### src/rtl/core/hsd_pkg.sv
package hsd_pkg;

  localparam int unsigned ByteW       = 8;
  localparam int unsigned PayloadW    = 32;
  localparam int unsigned PayBytes    = PayloadW / ByteW;
  localparam int unsigned FrameLenDef = 8;
  localparam int unsigned FrameLenMin = 7;
  localparam int unsigned FrameLenMax = 63;
  localparam int unsigned CmdOffset   = 1;
  localparam int unsigned PayOffset   = 2;

  typedef struct packed {
    logic [ByteW-1:0]    command;
    logic [PayloadW-1:0] payload;
  } hsd_res_t;

endpackage

### src/rtl/core/hsd_if.sv
interface hsd_rx_if;
  logic                       valid;
  logic                       ready;
  logic [hsd_pkg::ByteW-1:0]  rx_byte;

  modport source (output valid, output rx_byte, input ready);
  modport sink   (input valid, input rx_byte, output ready);
endinterface

interface hsd_res_if;
  logic                         valid;
  logic                         ready;
  logic [hsd_pkg::ByteW-1:0]    command;
  logic [hsd_pkg::PayloadW-1:0] payload;

  modport source (output valid, output command, output payload, input ready);
  modport sink   (input valid, input command, input payload, output ready);
endinterface

interface hsd_cfg_if;
  logic                       valid;
  logic                       ready;
  logic [hsd_pkg::ByteW-1:0]  data;

  modport source (output valid, output data, input ready);
  modport sink   (input valid, input data, output ready);
endinterface

### src/rtl/core/header_sum8_frame_deframer_unit.sv
// Fixed-length frame deframer with 8-bit additive checksum.
// rx_i carries one received byte per request. While hunting, bytes other than
// the header are dropped; a header byte opens a frame of FRAME_LEN bytes.
// Bytes 0..FRAME_LEN-3 are summed mod 256 and checked against the last byte;
// the byte at FRAME_LEN-2 is skipped by the sum. A good frame gives one
// request on res_o: command (offset 1) and payload (offsets 2..5, offset 2 in
// bits 7:0). A bad frame is dropped and hunting restarts at the next byte.
// cfg_i writes the header byte; it is always ready and is meant to be written
// while no frame is in flight.
// Throughput: one byte per cycle while rx_i.ready is high. The checksum byte
// is held in the input register; the result then goes to the result register,
// which drives res_o. When res_o stalls, the result register holds its request
// and bytes keep flowing until another result is due; then rx_i.ready drops.
// Reset clears the header to zero, empties both registers and starts hunting.
module header_sum8_frame_deframer_unit #(
  parameter int unsigned FRAME_LEN = hsd_pkg::FrameLenDef
) (
  input  logic       clk_i,
  input  logic       rst_ni,
  hsd_cfg_if.sink    cfg_i,
  hsd_rx_if.sink     rx_i,
  hsd_res_if.source  res_o
);

  logic [hsd_pkg::ByteW-1:0] header_q;
  logic                      res_free;
  logic                      res_push;
  hsd_pkg::hsd_res_t         res_data;

  assign cfg_i.ready = 1'b1;

  always_ff @(posedge clk_i or negedge rst_ni) begin
    if (!rst_ni) begin
      header_q <= '0;
    end else if (cfg_i.valid) begin
      header_q <= cfg_i.data;
    end
  end

  hsd_frame_core #(
    .FrameLen (FRAME_LEN)
  ) u_core (
    .clk_i      (clk_i),
    .rst_ni     (rst_ni),
    .rx_i       (rx_i),
    .header_i   (header_q),
    .res_free_i (res_free),
    .res_push_o (res_push),
    .res_o      (res_data)
  );

  hsd_out_reg u_out (
    .clk_i  (clk_i),
    .rst_ni (rst_ni),
    .push_i (res_push),
    .data_i (res_data),
    .free_o (res_free),
    .res_o  (res_o)
  );

  a_frame_len: assert property (@(posedge clk_i)
    (FRAME_LEN >= hsd_pkg::FrameLenMin) && (FRAME_LEN <= hsd_pkg::FrameLenMax))
    else $error("FRAME_LEN out of range");

  a_cfg_taken: assert property (@(posedge clk_i) disable iff (!rst_ni)
    cfg_i.valid |=> (header_q == $past(cfg_i.data)))
    else $error("header write not applied");

  a_no_result_after_reset: assert property (@(posedge clk_i)
    $rose(rst_ni) |-> !res_o.valid)
    else $error("result valid right after reset");

endmodule

### src/rtl/core/hsd_frame_core.sv
module hsd_frame_core #(
  parameter int unsigned FrameLen = hsd_pkg::FrameLenDef
) (
  input  logic                       clk_i,
  input  logic                       rst_ni,
  hsd_rx_if.sink                     rx_i,
  input  logic [hsd_pkg::ByteW-1:0]  header_i,
  input  logic                       res_free_i,
  output logic                       res_push_o,
  output hsd_pkg::hsd_res_t          res_o
);

  localparam int unsigned PosW = $clog2(FrameLen);
  localparam logic [PosW-1:0] LastPos    = PosW'(FrameLen - 1);
  localparam logic [PosW-1:0] SumLastPos = PosW'(FrameLen - 3);
  localparam logic [PosW-1:0] CmdPos     = PosW'(hsd_pkg::CmdOffset);

  // input register
  logic                      in_valid_q, in_valid_d;
  logic [hsd_pkg::ByteW-1:0] in_byte_q;

  // frame state
  logic [PosW-1:0]              pos_q, pos_d;
  logic [hsd_pkg::ByteW-1:0]    sum_q, sum_d;
  logic [hsd_pkg::ByteW-1:0]    cmd_q, cmd_d;
  logic [hsd_pkg::PayloadW-1:0] pay_q, pay_d;

  logic at_last;
  logic sum_ok;
  logic produce;
  logic advance;

  assign at_last = (pos_q == LastPos);
  assign sum_ok  = (sum_q == in_byte_q);
  assign produce = in_valid_q && at_last && sum_ok;
  // a byte that yields a result waits until the result register has room
  assign advance = in_valid_q && (!produce || res_free_i);

  assign rx_i.ready = !in_valid_q || advance;

  assign res_push_o    = produce && advance;
  assign res_o.command = cmd_q;
  assign res_o.payload = pay_q;

  always_comb begin
    in_valid_d = in_valid_q;
    if (rx_i.ready) begin
      in_valid_d = rx_i.valid;
    end else if (advance) begin
      in_valid_d = 1'b0;
    end
  end

  always_comb begin
    pos_d = pos_q;
    sum_d = sum_q;
    cmd_d = cmd_q;
    pay_d = pay_q;
    if (advance) begin
      if (pos_q == '0) begin
        if (in_byte_q == header_i) begin
          sum_d = in_byte_q;
          pos_d = PosW'(1);
        end
      end else if (at_last) begin
        pos_d = '0;
      end else begin
        if (pos_q <= SumLastPos) begin
          sum_d = sum_q + in_byte_q;
        end
        if (pos_q == CmdPos) begin
          cmd_d = in_byte_q;
        end
        for (int k = 0; k < hsd_pkg::PayBytes; k++) begin
          if (pos_q == PosW'(hsd_pkg::PayOffset + k)) begin
            pay_d[k*hsd_pkg::ByteW +: hsd_pkg::ByteW] = in_byte_q;
          end
        end
        pos_d = pos_q + PosW'(1);
      end
    end
  end

  always_ff @(posedge clk_i or negedge rst_ni) begin
    if (!rst_ni) begin
      in_valid_q <= 1'b0;
      pos_q      <= '0;
      sum_q      <= '0;
      cmd_q      <= '0;
      pay_q      <= '0;
    end else begin
      in_valid_q <= in_valid_d;
      pos_q      <= pos_d;
      sum_q      <= sum_d;
      cmd_q      <= cmd_d;
      pay_q      <= pay_d;
    end
  end

  always_ff @(posedge clk_i) begin
    if (rx_i.ready && rx_i.valid) begin
      in_byte_q <= rx_i.rx_byte;
    end
  end

  a_pos_range: assert property (@(posedge clk_i) disable iff (!rst_ni)
    pos_q <= LastPos)
    else $error("frame position beyond last byte");

  a_hold_stalled: assert property (@(posedge clk_i) disable iff (!rst_ni)
    (in_valid_q && !advance) |=> (in_valid_q && $stable(in_byte_q)))
    else $error("stalled byte lost from input register");

  a_back_to_hunt: assert property (@(posedge clk_i) disable iff (!rst_ni)
    (advance && at_last) |=> (pos_q == '0))
    else $error("no return to hunting after checksum byte");

  a_drop_non_header: assert property (@(posedge clk_i) disable iff (!rst_ni)
    (advance && pos_q == '0 && in_byte_q != header_i) |=> (pos_q == '0))
    else $error("frame started on a non-header byte");

endmodule

### src/rtl/core/hsd_out_reg.sv
module hsd_out_reg (
  input  logic              clk_i,
  input  logic              rst_ni,
  input  logic              push_i,
  input  hsd_pkg::hsd_res_t data_i,
  output logic              free_o,
  hsd_res_if.source         res_o
);

  logic              valid_q, valid_d;
  hsd_pkg::hsd_res_t data_q;

  assign free_o = !valid_q || res_o.ready;

  always_comb begin
    valid_d = valid_q;
    if (push_i) begin
      valid_d = 1'b1;
    end else if (res_o.ready) begin
      valid_d = 1'b0;
    end
  end

  always_ff @(posedge clk_i or negedge rst_ni) begin
    if (!rst_ni) begin
      valid_q <= 1'b0;
    end else begin
      valid_q <= valid_d;
    end
  end

  always_ff @(posedge clk_i) begin
    if (push_i) begin
      data_q <= data_i;
    end
  end

  assign res_o.valid   = valid_q;
  assign res_o.command = data_q.command;
  assign res_o.payload = data_q.payload;

  a_no_overwrite: assert property (@(posedge clk_i) disable iff (!rst_ni)
    push_i |-> free_o)
    else $error("result register overwritten before it was taken");

  a_held_result: assert property (@(posedge clk_i) disable iff (!rst_ni)
    (valid_q && !res_o.ready) |=> (valid_q && $stable(data_q)))
    else $error("pending result changed while stalled");

  a_push_shows: assert property (@(posedge clk_i) disable iff (!rst_ni)
    push_i |=> valid_q)
    else $error("pushed result not presented");

endmodule
### src/flat_wrapper.sv
// flat-port wrapper written by rule: the top's interface ports become plain ports
module header_sum8_frame_deframer_unit_flat 
#(
  parameter int unsigned FRAME_LEN = hsd_pkg::FrameLenDef
)
  (clk_i, rst_ni, cfg_i_valid, cfg_i_data, cfg_i_ready, rx_i_valid, rx_i_rx_byte, rx_i_ready, res_o_valid, res_o_command, res_o_payload, res_o_ready);
  hsd_cfg_if cfg_i_i ();
  hsd_rx_if rx_i_i ();
  hsd_res_if res_o_i ();
  input  logic clk_i;
  input  logic rst_ni;
  input wire logic [$bits(cfg_i_i.valid)-1:0] cfg_i_valid;
  input wire logic [$bits(cfg_i_i.data)-1:0] cfg_i_data;
  output wire logic [$bits(cfg_i_i.ready)-1:0] cfg_i_ready;
  input wire logic [$bits(rx_i_i.valid)-1:0] rx_i_valid;
  input wire logic [$bits(rx_i_i.rx_byte)-1:0] rx_i_rx_byte;
  output wire logic [$bits(rx_i_i.ready)-1:0] rx_i_ready;
  output wire logic [$bits(res_o_i.valid)-1:0] res_o_valid;
  output wire logic [$bits(res_o_i.command)-1:0] res_o_command;
  output wire logic [$bits(res_o_i.payload)-1:0] res_o_payload;
  input wire logic [$bits(res_o_i.ready)-1:0] res_o_ready;
  assign cfg_i_i.valid = cfg_i_valid;
  assign cfg_i_i.data = cfg_i_data;
  assign cfg_i_ready = cfg_i_i.ready;
  assign rx_i_i.valid = rx_i_valid;
  assign rx_i_i.rx_byte = rx_i_rx_byte;
  assign rx_i_ready = rx_i_i.ready;
  assign res_o_valid = res_o_i.valid;
  assign res_o_command = res_o_i.command;
  assign res_o_payload = res_o_i.payload;
  assign res_o_i.ready = res_o_ready;
  header_sum8_frame_deframer_unit #(.FRAME_LEN(FRAME_LEN)) u_core (.clk_i(clk_i), .rst_ni(rst_ni), .cfg_i(cfg_i_i), .rx_i(rx_i_i), .res_o(res_o_i));
endmodule
### config.mk
export PLATFORM = sky130hd
export DESIGN_NAME = header_sum8_frame_deframer_unit_flat
export DESIGN_NICKNAME = d
export VERILOG_FILES = /design/src/rtl/core/hsd_pkg.sv /design/src/rtl/core/hsd_if.sv /design/src/rtl/core/header_sum8_frame_deframer_unit.sv /design/src/rtl/core/hsd_frame_core.sv /design/src/rtl/core/hsd_out_reg.sv /design/src/flat_wrapper.sv
export SDC_FILE = /design/constraint.sdc
export NUM_CORES = 1
export LEC_CHECK = 0
export BUFFER_PORTS_ARGS = -buffer_cell sky130_fd_sc_hd__buf_2
export CORE_MARGIN = 2
export CORE_UTILIZATION = 35
export CTS_CLUSTER_SIZE = 25
export DETAILED_ROUTE_END_ITERATION = 16
export PLACE_DENSITY_LB_ADDON = 0.05
export SLEW_MARGIN = 0
export SYNTH_ARGS = -nofsm -noshare
export SYNTH_HDL_FRONTEND = slang
export SYNTH_SLANG_ARGS = --single-unit
### constraint.sdc
create_clock -name clk_i -period 7 [get_ports clk_i]
set_input_delay 1.4 -clock clk_i [delete_from_list [all_inputs] [get_ports clk_i]]
set_output_delay 1.4 -clock clk_i [all_outputs]
set_load 0.02 [all_outputs]
**Word level (Yosys, flattened, before mapping)**

Index checks and enable logic that the tools add are counted.

- Bits of input ports: 21
- Output and inout bits: 43
- Bits in registers: 109

- Equality and inequality tests: 10
- Add/sub/neg operators: 2
- Muxes and demuxes: 11
- Reductions and logical operators: 22
- Order comparisons: 1
- Bitwise operators: 2

Operators by type and width:

| cell | count |
|---|---|
| $mux W8 | 4 |
| $reduce_and A4 Y1 | 6 |
| $eq A8 B8 Y1 | 2 |
| $eq A3 B3 Y1 const B | 3 |
| $mux W3 | 3 |
| $add A8 B8 Y8 | 1 |
| $eq A3 B2 Y1 const B | 2 |
| $reduce_bool A2 Y1 | 3 |
| $logic_and A1 B1 Y1 | 5 |
| $mux W1 | 4 |
| $ne A2 B1 Y1 const B | 2 |
| $add A3 B1 Y3 const B | 1 |
| $eq A3 B1 Y1 const B | 1 |
| $le A3 B3 Y1 const B | 1 |
| $logic_not A1 Y1 | 3 |
| $logic_not A3 Y1 | 1 |
| $logic_or A1 B1 Y1 | 3 |
| $not A1 Y1 | 2 |
| $reduce_and A2 Y1 | 1 |

**Logic depth before layout (Yosys ltp)**

Gate-level depths: netlist of the first run.

- Depth after elaboration: 8
- Gate-level depth with buffers: 9

**By module**

From an unflattened synthesis of the first run, not the netlist that was laid out.

- Cell total of the unflattened synthesis: 297
- Area, all modules: 4535.6 um2

By module, submodules not included:

| module | cells an instance | times used | area an instance (um2) |
|---|---|---|---|
| hsd_frame_core | 235 | 1 | 2944.1 |
| hsd_out_reg | 43 | 1 | 1248.7 |
| header_sum8_frame_deframer_unit | 19 | 1 | 342.8 |

**Worst setup path after synthesis of the first run**

OpenSTA, ideal clock, no wires.

- Kind: input to output
- Start point: input res_o_ready
- End point: output rx_i_ready
- Stages on the path: 3
- Data arrival time: 1784 ps
- Buffers on the path: 0
- Slack: 3816 ps
- Cell sequence: nand2b_1 nor2_2 inv_1

- Word-level cells in the longest chain between the ends: 4

RTL lines:

| element | RTL line | source |
|---|---|---|
| start, declared | flat_wrapper.sv:21 | `input wire logic [$bits(res_o_i.ready)-1:0] res_o_ready;` |
| $logic_or A1 B1 Y1 | hsd_out_reg.sv:13 | `assign free_o = !valid_q \|\| res_o.ready;` |
| $logic_or A1 B1 Y1 | hsd_frame_core.sv:37 | `assign advance = in_valid_q && (!produce \|\| res_free_i);` |
| $logic_and A1 B1 Y1 | hsd_frame_core.sv:37 |  |
| $logic_or A1 B1 Y1 | hsd_frame_core.sv:39 | `assign rx_i.ready = !in_valid_q \|\| advance;` |
| end, declared | flat_wrapper.sv:17 | `output wire logic [$bits(rx_i_i.ready)-1:0] rx_i_ready;` |

Every way passes these cells.

**Final worst setup path of the first run**

- Start point: register u_core.u_core.in_byte_q[4] (netlist name)
- End point: output rx_i_ready

- Word-level cells in the longest chain between the ends: 6

RTL lines:

| element | RTL line | source |
|---|---|---|
| start, declared | hsd_frame_core.sv:20 | `logic [hsd_pkg::ByteW-1:0] in_byte_q;` |
| start signal, assigned | hsd_frame_core.sv:102 | `in_byte_q <= rx_i.rx_byte;` |
| $eq A8 B8 Y1 | hsd_frame_core.sv:34 | `assign sum_ok = (sum_q == in_byte_q);` |
| $logic_and A1 B1 Y1 | hsd_frame_core.sv:35 | `assign produce = in_valid_q && at_last && sum_ok;` |
| $logic_not A1 Y1 | hsd_frame_core.sv:37 |  |
| $logic_or A1 B1 Y1 | hsd_frame_core.sv:37 |  |
| $logic_and A1 B1 Y1 | hsd_frame_core.sv:37 |  |
| $logic_or A1 B1 Y1 | hsd_frame_core.sv:39 |  |

Every way passes these cells.

==> key figures, run 1 <==
Floorplan
  – Die height: 118 um
  – Die Width: 118 um
  – Io pins: 64
  – Starting Density: 35.8%
  – Die Footprint: 0.0138 mm^2
  – Core Region: 0.0126 mm^2
  – Number of cell rows: 41

Clock network
  – Worst-path clk slew: 0.07 ns
  – Clock sinks: 109
  – CTS tree: yes
  – CTS max path bufs: 2
  – Root buffer cell: clkbuf_16
  – Cts bufs inserted: 9
  – H-tree depth: 3
  – Post-CTS Resized: 0
  – Post-CTS Setup Repair Bufs: 0
  – Clk_lat worst skew: 0.35 ns
  – # hold bufs at CTS: 0

Logic synthesis
  – Post-synthesis cell count: 296
  – Ys flop type: dfrtp_1
  – Count leader, synth: dfrtp_1
  – Avg Cell Area, Syn: 15.3 um^2
  – Post-synthesis register bit count: 109
  – Synthesis warning total: 0
  – Top cells by area, synth: dfrtp_1 34%, edfxtp_1 32%, mux2_2 10%
  – Seq/Total Area, Yosys: 65.7%
  – Yosys cell types: 49
  – Post-synth EDFFs: 48
  – Post-synth ARST share: 56.0%
  – Most frequent cells after synthesis: 61 x dfrtp_1, 48 x edfxtp_1, 42 x mux2_2
  – Syn Nets: 332
  – Post-synth top area cell: dfrtp_1
  – Synthesized area: 0.00452 mm^2
  – Top cell type's share of synthesized area: 33.8%

Power
  – Maximum VDD drop: 0.120 mV
  – PD cells: 378 mW/mm^2
  – Lkg Pwr: 2.20 nW

Detailed routing
  – Vias/cell: 4.64
  – Routed wire length: 8840 um
  – 1st-pass router iterations: 4
  – DRT iter0 DRCs: 168
  – Drt drc: 0
  – Vias: 2508
  – Wire length per cell: 16.4 um
  – Post-route ant nets: 0

Critical path
  – Worst setup path start: u_core.u_core.in_byte_q[4]$_DFFE_PP_
  – Worst path bufs/invs: 2
  – Critical path class: reg -> out
  – CP Launch Type: flop
  – Critical Path RT: 5.60 ns
  – CP Capture Type: primary output
  – Crit path cell chain: ha_1 -> nor3b_1 -> nand4_2 -> nor2_2 -> inv_1 -> buf_2
  – Largest stage delay, worst path: 0.56 ns
  – Reg2Reg Launch Point: u_core.u_core.in_byte_q[4]$_DFFE_PP_
  – Worst path top cell family by delay: simple AND/OR/NAND/NOR gates
  – Slowest cell on crit path: edfxtp_1
  – CP arrival: 2.29 ns
  – CP max FO: 8

Finish
  – Fillers: 1223
  – Share of post-route cells with drive strength above 1: 36.4%
  – Ant. Diodes: 0
  – Multi-input gate area: 0.00146 mm^2
  – Register area: 0.00297 mm^2
  – Area Overhead vs Synth: 17.2%
  – Final net count: 399

Job
  – Max cap viols: 0

STA
  – Final hold vios: 0
  – Endpoints failing setup: 0
  – Unrepaired setup endpoints after global routing: no
  – TNS Setup: 0 ns
  – Slew @ Worst Pin: 0.953 ns
  – Final worst-path cycle share: 52.7%
  – Post-Route Hold Slack: 0.447 ns
  – Min Tclk post-route: 3.69 ns
  – Worst clock skew: 0.00593 ns
  – Fmax: 271 MHz
  – Slew headroom: 36.5%
  – Max-slew violation count: 0
  – Final worst slack: 3.31 ns

GRT
  – Antenna violations before repair: 0
  – First-pass GRT wire length: 14300 um
  – Largest net degree at the start of global routing: 62
  – Vias in the first global route: 2547
  – Tot GR Track Use: 13.8%
  – Gr ovfl total: 0

Placed design
  – Gp weighted congestion: 0.743
  – Dpl hpwl: 5950 um
  – Buffers on Ports: 62
  – Placement Setup Slack: 3.59 ns

Worst hold path
  – Hold Path Origin: u_core.u_core.pay_q[27]$_DFFE_PN0P_
  – Min-Delay Path Class: reg -> reg

Status
  – Status: finished, final reports clean
cell families (layout without fill, tap and decap cells):
group                      Yosys count  count (layout)  synth area share [%]
other                                1               1                0.0830
adders and majority gates           15              15                  4.32
buffers and inverters               19              91                  1.99
and+or+nand+nor                     61              61                  8.31
muxes                               52              52                  13.6
AOI/OAI and AO/OA                   28              28                  3.90
xor gates and xnor gates            11              11                  2.13
DFF                                109             109                  65.7
power breakdown:
group | internal (W) | switching (W) | total (W)
registers | 0.000862 | 0.000109 | 0.000971
clock network | 0.000275 | 0.000221 | 0.000497
logic | 0.000284 | 0.000251 | 0.000535
total | 0.00142 | 0.000581 | 0.00200
final timing paths:
| kind | to | slack (ns) | cells past startpoint |
|---|---|---|---|
| worst max-delay path | rx_i_ready | 3.31 | 6 |
| worst min-delay path | u_core.u_out.res_o.payload[27]$_DFFE_PP_ | 0.45 | 0 |
| worst max register to register | u_core.u_out.res_o.command[3]$_DFFE_PP_ | 4.15 | 4 |
| worst min register to register | u_core.u_out.res_o.payload[27]$_DFFE_PP_ | 0.45 | 0 |
| max in group asynchronous | u_core.u_core.pos_q[1]$_DFFE_PN0P_ | 5.22 | 2 |
| min in group asynchronous | u_core.u_core.pos_q[2]$_DFFE_PN0P_ | 1.20 | 2 |
flip-flops by register name (all words and copies together), names as in the netlist, 3 cells and up:
name,count
u_core.u_core.pay_q,32
u_core.u_out.res_o.payload,32
u_core.header_q,8
u_core.u_core.cmd_q,8
u_core.u_core.in_byte_q,8
u_core.u_core.sum_q,8
u_core.u_out.res_o.command,8
u_core.u_core.pos_q,3
area by class of cell:
class,count,area share (%)
flip-flops and latches,109,56.1
multi-input cells,168,27.6
repair buffers,64,6.15
clock buffers,11,4.40
well taps,172,4.07
clock inverters,5,0.969
inverters,11,0.780
layout by cell type (no fill, tap or decap), types with 2 or more instances in the layout:
cell type,n
xor2_1,2
clkinv_1,2
dfrtp_1,61
nor3_1,3
mux2_4,8
edfxtp_1,48
o21ai_0,10
nand4_1,3
mux2_2,42
nor3b_1,3
o211ai_1,2
nand2_1,13
or4_1,2
nor2_2,2
a21oi_1,7
inv_1,11
ha_1,14
nand3_2,2
nand2b_1,3
clkbuf_16,9
buf_2,62
clkbuf_1,2
nor2b_1,5
buf_4,2
nor2_1,10
a211oi_1,2
mux2i_1,2
nand3_1,4
xnor2_1,9
layer usage:
layer,wire length [um],GRT usage (%)
met5,0,0
met4,202,5.65
met3,348,4.36
met2,4190,21.6
met1,4100,17.6
through the flow:
step                      total power [W]  instances  utilization, %  area [um^2]
after CTS                         0.00203        540            41.9         5290
after global placement            0.00152        524            39.7         5010
after detailed placement          0.00152        524            39.7         5010
final                             0.00200        540            41.9         5290
after floorplan                   0.00139        296               -         4520
after global routing              0.00214        540            41.9         5290
(Power assumes the default switching activity.)
==> inputs of run 2 (changes only) <==
--- a/config.mk
+++ b/config.mk
@@ -5,6 +5,7 @@
 export SDC_FILE = /design/constraint.sdc
 export NUM_CORES = 1
 export LEC_CHECK = 0
+export ABC_AREA = 1
 export BUFFER_PORTS_ARGS = -buffer_cell sky130_fd_sc_hd__buf_2
 export CORE_MARGIN = 2
 export CORE_UTILIZATION = 35
==> constraint.sdc (replaced) <==
create_clock -name clk_i -period 3.39 [get_ports clk_i]
set_input_delay 0.678 -clock clk_i [delete_from_list [all_inputs] [get_ports clk_i]]
set_output_delay 0.678 -clock clk_i [all_outputs]
set_load 0.02 [all_outputs]
==> run 2 against run 1 <==
Count of clock-buffer cells in the layout down 1. Power up 98%. Critical path depth unchanged. Sequential share of layout area down 0.50 points. Global-route usage up 1.4 points. Combinational power up 91%. Wire length up 10%. Clock skew down 0.0029 ns. Highest routed layer unchanged.
==> key figures, run 2 <==
Detailed routing
  – 1st-pass router iterations: 4 (unchanged)
  – Max Used Layer: met4
  – Met3 wire length: 465 um (+34%)
  – Metal-1 WL: 4560 um (+11%)
  – DRT iter0 DRCs: 179 (+6.5%)
  – Vias: 2931 (+17%)
  – Routed wire length: 9750 um (+10%)
  – Met2 wire len: 4600 um (+9.8%)
  – Wire length per cell: 15.0 um (-8.1%)
  – Drt drc: 0 (unchanged)
  – Post-route ant nets: 0 (unchanged)
  – Vias/cell: 4.52 (-2.8%)

Logic synthesis
  – Avg Cell Area, Syn: 11.2 um^2 (-26%)
  – Post-synthesis register bit count: 109 (unchanged)
  – Post-synth EDFFs: 48 (unchanged)
  – Synthesized area: 0.00455 mm^2 (+0.78%)
  – Post-synth top area cell: dfrtp_1
  – Post-synthesis cell count: 405 (+37%)
  – Yosys cell types: 33 (-33%)
  – Synthesis warning total: 0 (unchanged)
  – Ys flop type: dfrtp_1
  – Top cell type's share of synthesized area: 33.5% (-0.26 points)
  – Most frequent cells after synthesis: 116 x nand2_1, 61 x dfrtp_1, 48 x edfxtp_1
  – Seq/Total Area, Yosys: 65.2% (-0.51 points)
  – Count leader, synth: nand2_1
  – Post-synth ARST share: 56.0% (unchanged)
  – Top cells by area, synth: dfrtp_1 34%, edfxtp_1 32%, nand2_1 9.6%
  – Syn Nets: 441 (+33%)

Placed design
  – Buffers on Ports: 62 (unchanged)
  – Dpl hpwl: 6910 um (+16%)
  – Post-placement cell area: 0.00504 mm^2 (+0.55%)
  – Gp weighted congestion: 0.897 (+21%)

Critical path
  – CP max FO: 7 (-1)
  – Critical path class: reg -> out
  – CP Capture Type: primary output
  – CP arrival: 1.88 ns (-0.41 ns)
  – Critical Path RT: 2.71 ns (-2.89 ns)
  – CP Launch Type: flop

Finish
  – Commonest non-fill, non-tap cell in the layout: nand2_1
  – Area Overhead vs Synth: 17.3%
  – Final instance area: 0.00534 mm^2 (+0.90%)
  – Fin util: 42.2% (+0.21 points)
  – Share of post-route cells with drive strength above 1: 21.4% (-15 points)
  – Most frequent cells in the layout: 116 x nand2_1, 62 x buf_2, 61 x dfrtp_1
  – Final net count: 508 (+27%)
  – Ant. Diodes: 0 (unchanged)

GRT
  – Vias in the first global route: 2899 (+14%)
  – Gr ovfl total: 0 (unchanged)
  – First-pass GRT wire length: 16000 um (+12%)
  – Tot GR Track Use: 15.2% (+1.4 points)
  – Antenna violations before repair: 0 (unchanged)
  – Largest net degree at the start of global routing: 41 (-34%)

Clock network
  – Clock sinks: 109 (unchanged)
  – Post-CTS Setup Repair Bufs: 0 (unchanged)
  – CTS tree: yes
  – Post-CTS Resized: 0 (unchanged)
  – Root buffer cell: clkbuf_16
  – Clk_lat worst skew: 0.35 ns (about the same)
  – H-tree depth: 3 (unchanged)
  – Cts bufs inserted: 9 (unchanged)
  – Worst-path clk slew: 0.07 ns (about the same)
  – # hold bufs at CTS: 0 (unchanged)
  – CTS max path bufs: 2 (unchanged)

Floorplan
  – Starting Density: 35.9% (+0.13 points)
  – Die height: 118 um (+0.37%)
  – Die Footprint: 0.0139 mm^2 (+0.75%)
  – Core Region: 0.0127 mm^2 (+0.41%)
  – Die Width: 118 um (+0.37%)
  – Number of cell rows: 41 (unchanged)
  – Io pins: 64 (unchanged)

Power
  – Switching power: 0.00128 W (+120%)
  – Sequential share of power: 47.6% (-0.9 points)
  – PD cells: 741 mW/mm^2 (+96%)
  – Final total power: 0.00396 W (+98%)
  – Int Pwr: 0.00268 W (+88%)
  – Clock power share: 26.7% (+1.9 points)
  – Comb power frac: 25.8% (-0.9 points)
  – Maximum VDD drop: 0.515 mV (+330%)
  – Switching share of power: 32.4% (+3.4 points)
  – Lkg Pwr: 2.43 nW (+10%)

STA
  – Fmax: 391 MHz
  – Endpoints failing setup: 0 (unchanged)
  – Final worst-path cycle share: 75.5%
  – Final hold vios: 0 (unchanged)
  – Max-slew violation count: 0 (unchanged)
  – Slew @ Worst Pin: 0.785 ns (-0.168 ns)
  – Unrepaired setup endpoints after global routing: no
  – Slew headroom: 47.7% (+11 points)
  – Post-Route Hold Slack: 0.394 ns (-0.0534 ns)
  – TNS Setup: 0 ns (unchanged)
  – Min Tclk post-route: 2.56 ns
  – Worst clock skew: 0.00303 ns (-0.00290 ns)

Status
  – Status: finished, final reports clean

Worst hold path
  – Min-Delay Path Class: in -> async

Job
  – Max cap viols: 0 (unchanged)
==> run 2: changes by cell type after synthesis, moves of 4 or more <==
cell / previous run / this run
mux2_2: 42 / 5
nand3_4: 0 / 5
o21ai_0: 10 / 24
nor2_1: 10 / 14
nand2_1: 13 / 116
nor2b_1: 5 / 0
inv_1: 11 / 35
xnor2_1: 9 / 5
mux2_4: 8 / 0
o21ai_1: 0 / 32
nand3_1: 4 / 10
buf_6: 1 / 5
==> run 2: through the flow <==
step | worst slack [ns] | std cells
finish | 0.832 | 649
global route | 0.706 | 649
CTS | 0.790 | 649
detailed placement | 1.00 | 633
global placement | 1.02 | 633
floorplan | 0.792 | 405
==> run 2: cell families after synthesis <==
kind of cell / share of synthesized area, %
AO/OA/AOI/OAI: 7.47
XOR/XNOR: 0.962
adder cells (fa/ha/maj): 4.29
buffers and inverters: 4.92
flip-flops: 65.2
multiplexers: 1.24
other: 0.0824
AND/OR/NAND/NOR: 15.9
==> run 2: cell type report <==
| cell class | count | area (um^2) |
|---|---|---|
| timing repair buffer | 65 | 345 |
| clock inverter | 6 | 75.1 |
| clock buffer | 10 | 229 |
| sequential | 109 | 2970 |
| multi-input combinational | 249 | 1360 |
| fill | 1268 | 7330 |
| tap | 172 | 215 |
| inverter | 38 | 148 |
==> run 2: power groups by stage <==
stage | clock [W] | sequential, W | combinational (W)
after floorplan | 0 | 0.00185 | 0.000816
after global placement | 0 | 0.00190 | 0.00103
after detailed placement | 0 | 0.00191 | 0.00103
after CTS | 0.00110 | 0.00188 | 0.00104
after global routing | 0.00115 | 0.00193 | 0.00120
final | 0.00106 | 0.00188 | 0.00102
==> run 2: metal layers <==
metal	vias up	GRT usage, %
met5	-	0
met4	0	4.67
met3	10	4.70
met2	72	24.1
met1	1376	20.0
li1	1473	-
==> run 2: final timing paths <==
kind,from,end,slack [ns],depth (start not counted)
max,u_core.u_core.in_byte_q[2]$_DFFE_PP_,rx_i_ready,0.83,6
min,rst_ni,u_core.u_core.sum_q[6]$_DFFE_PN0P_,0.39,1
max reg2reg,u_core.u_core.pos_q[0]$_DFFE_PN0P_,u_core.u_out.res_o.command[2]$_DFFE_PP_,1.02,10
min reg2reg,u_core.u_core.pay_q[22]$_DFFE_PN0P_,u_core.u_out.res_o.payload[22]$_DFFE_PP_,0.45,0
max in group asynchronous,rst_ni,u_core.u_core.pay_q[5]$_DFFE_PN0P_,2.36,2
min in group clk_i,u_core.u_core.pay_q[22]$_DFFE_PN0P_,u_core.u_out.res_o.payload[22]$_DFFE_PP_,0.45,0
==> run 2: worst max-delay path: stages, from the launching register on <==
cell,delay [ns]
edfxtp_1,0.45
ha_1,0.40
nor2_1,0.14
nand2_1,0.09
nor2_4,0.15
nand3_4,0.12
buf_2,0.18
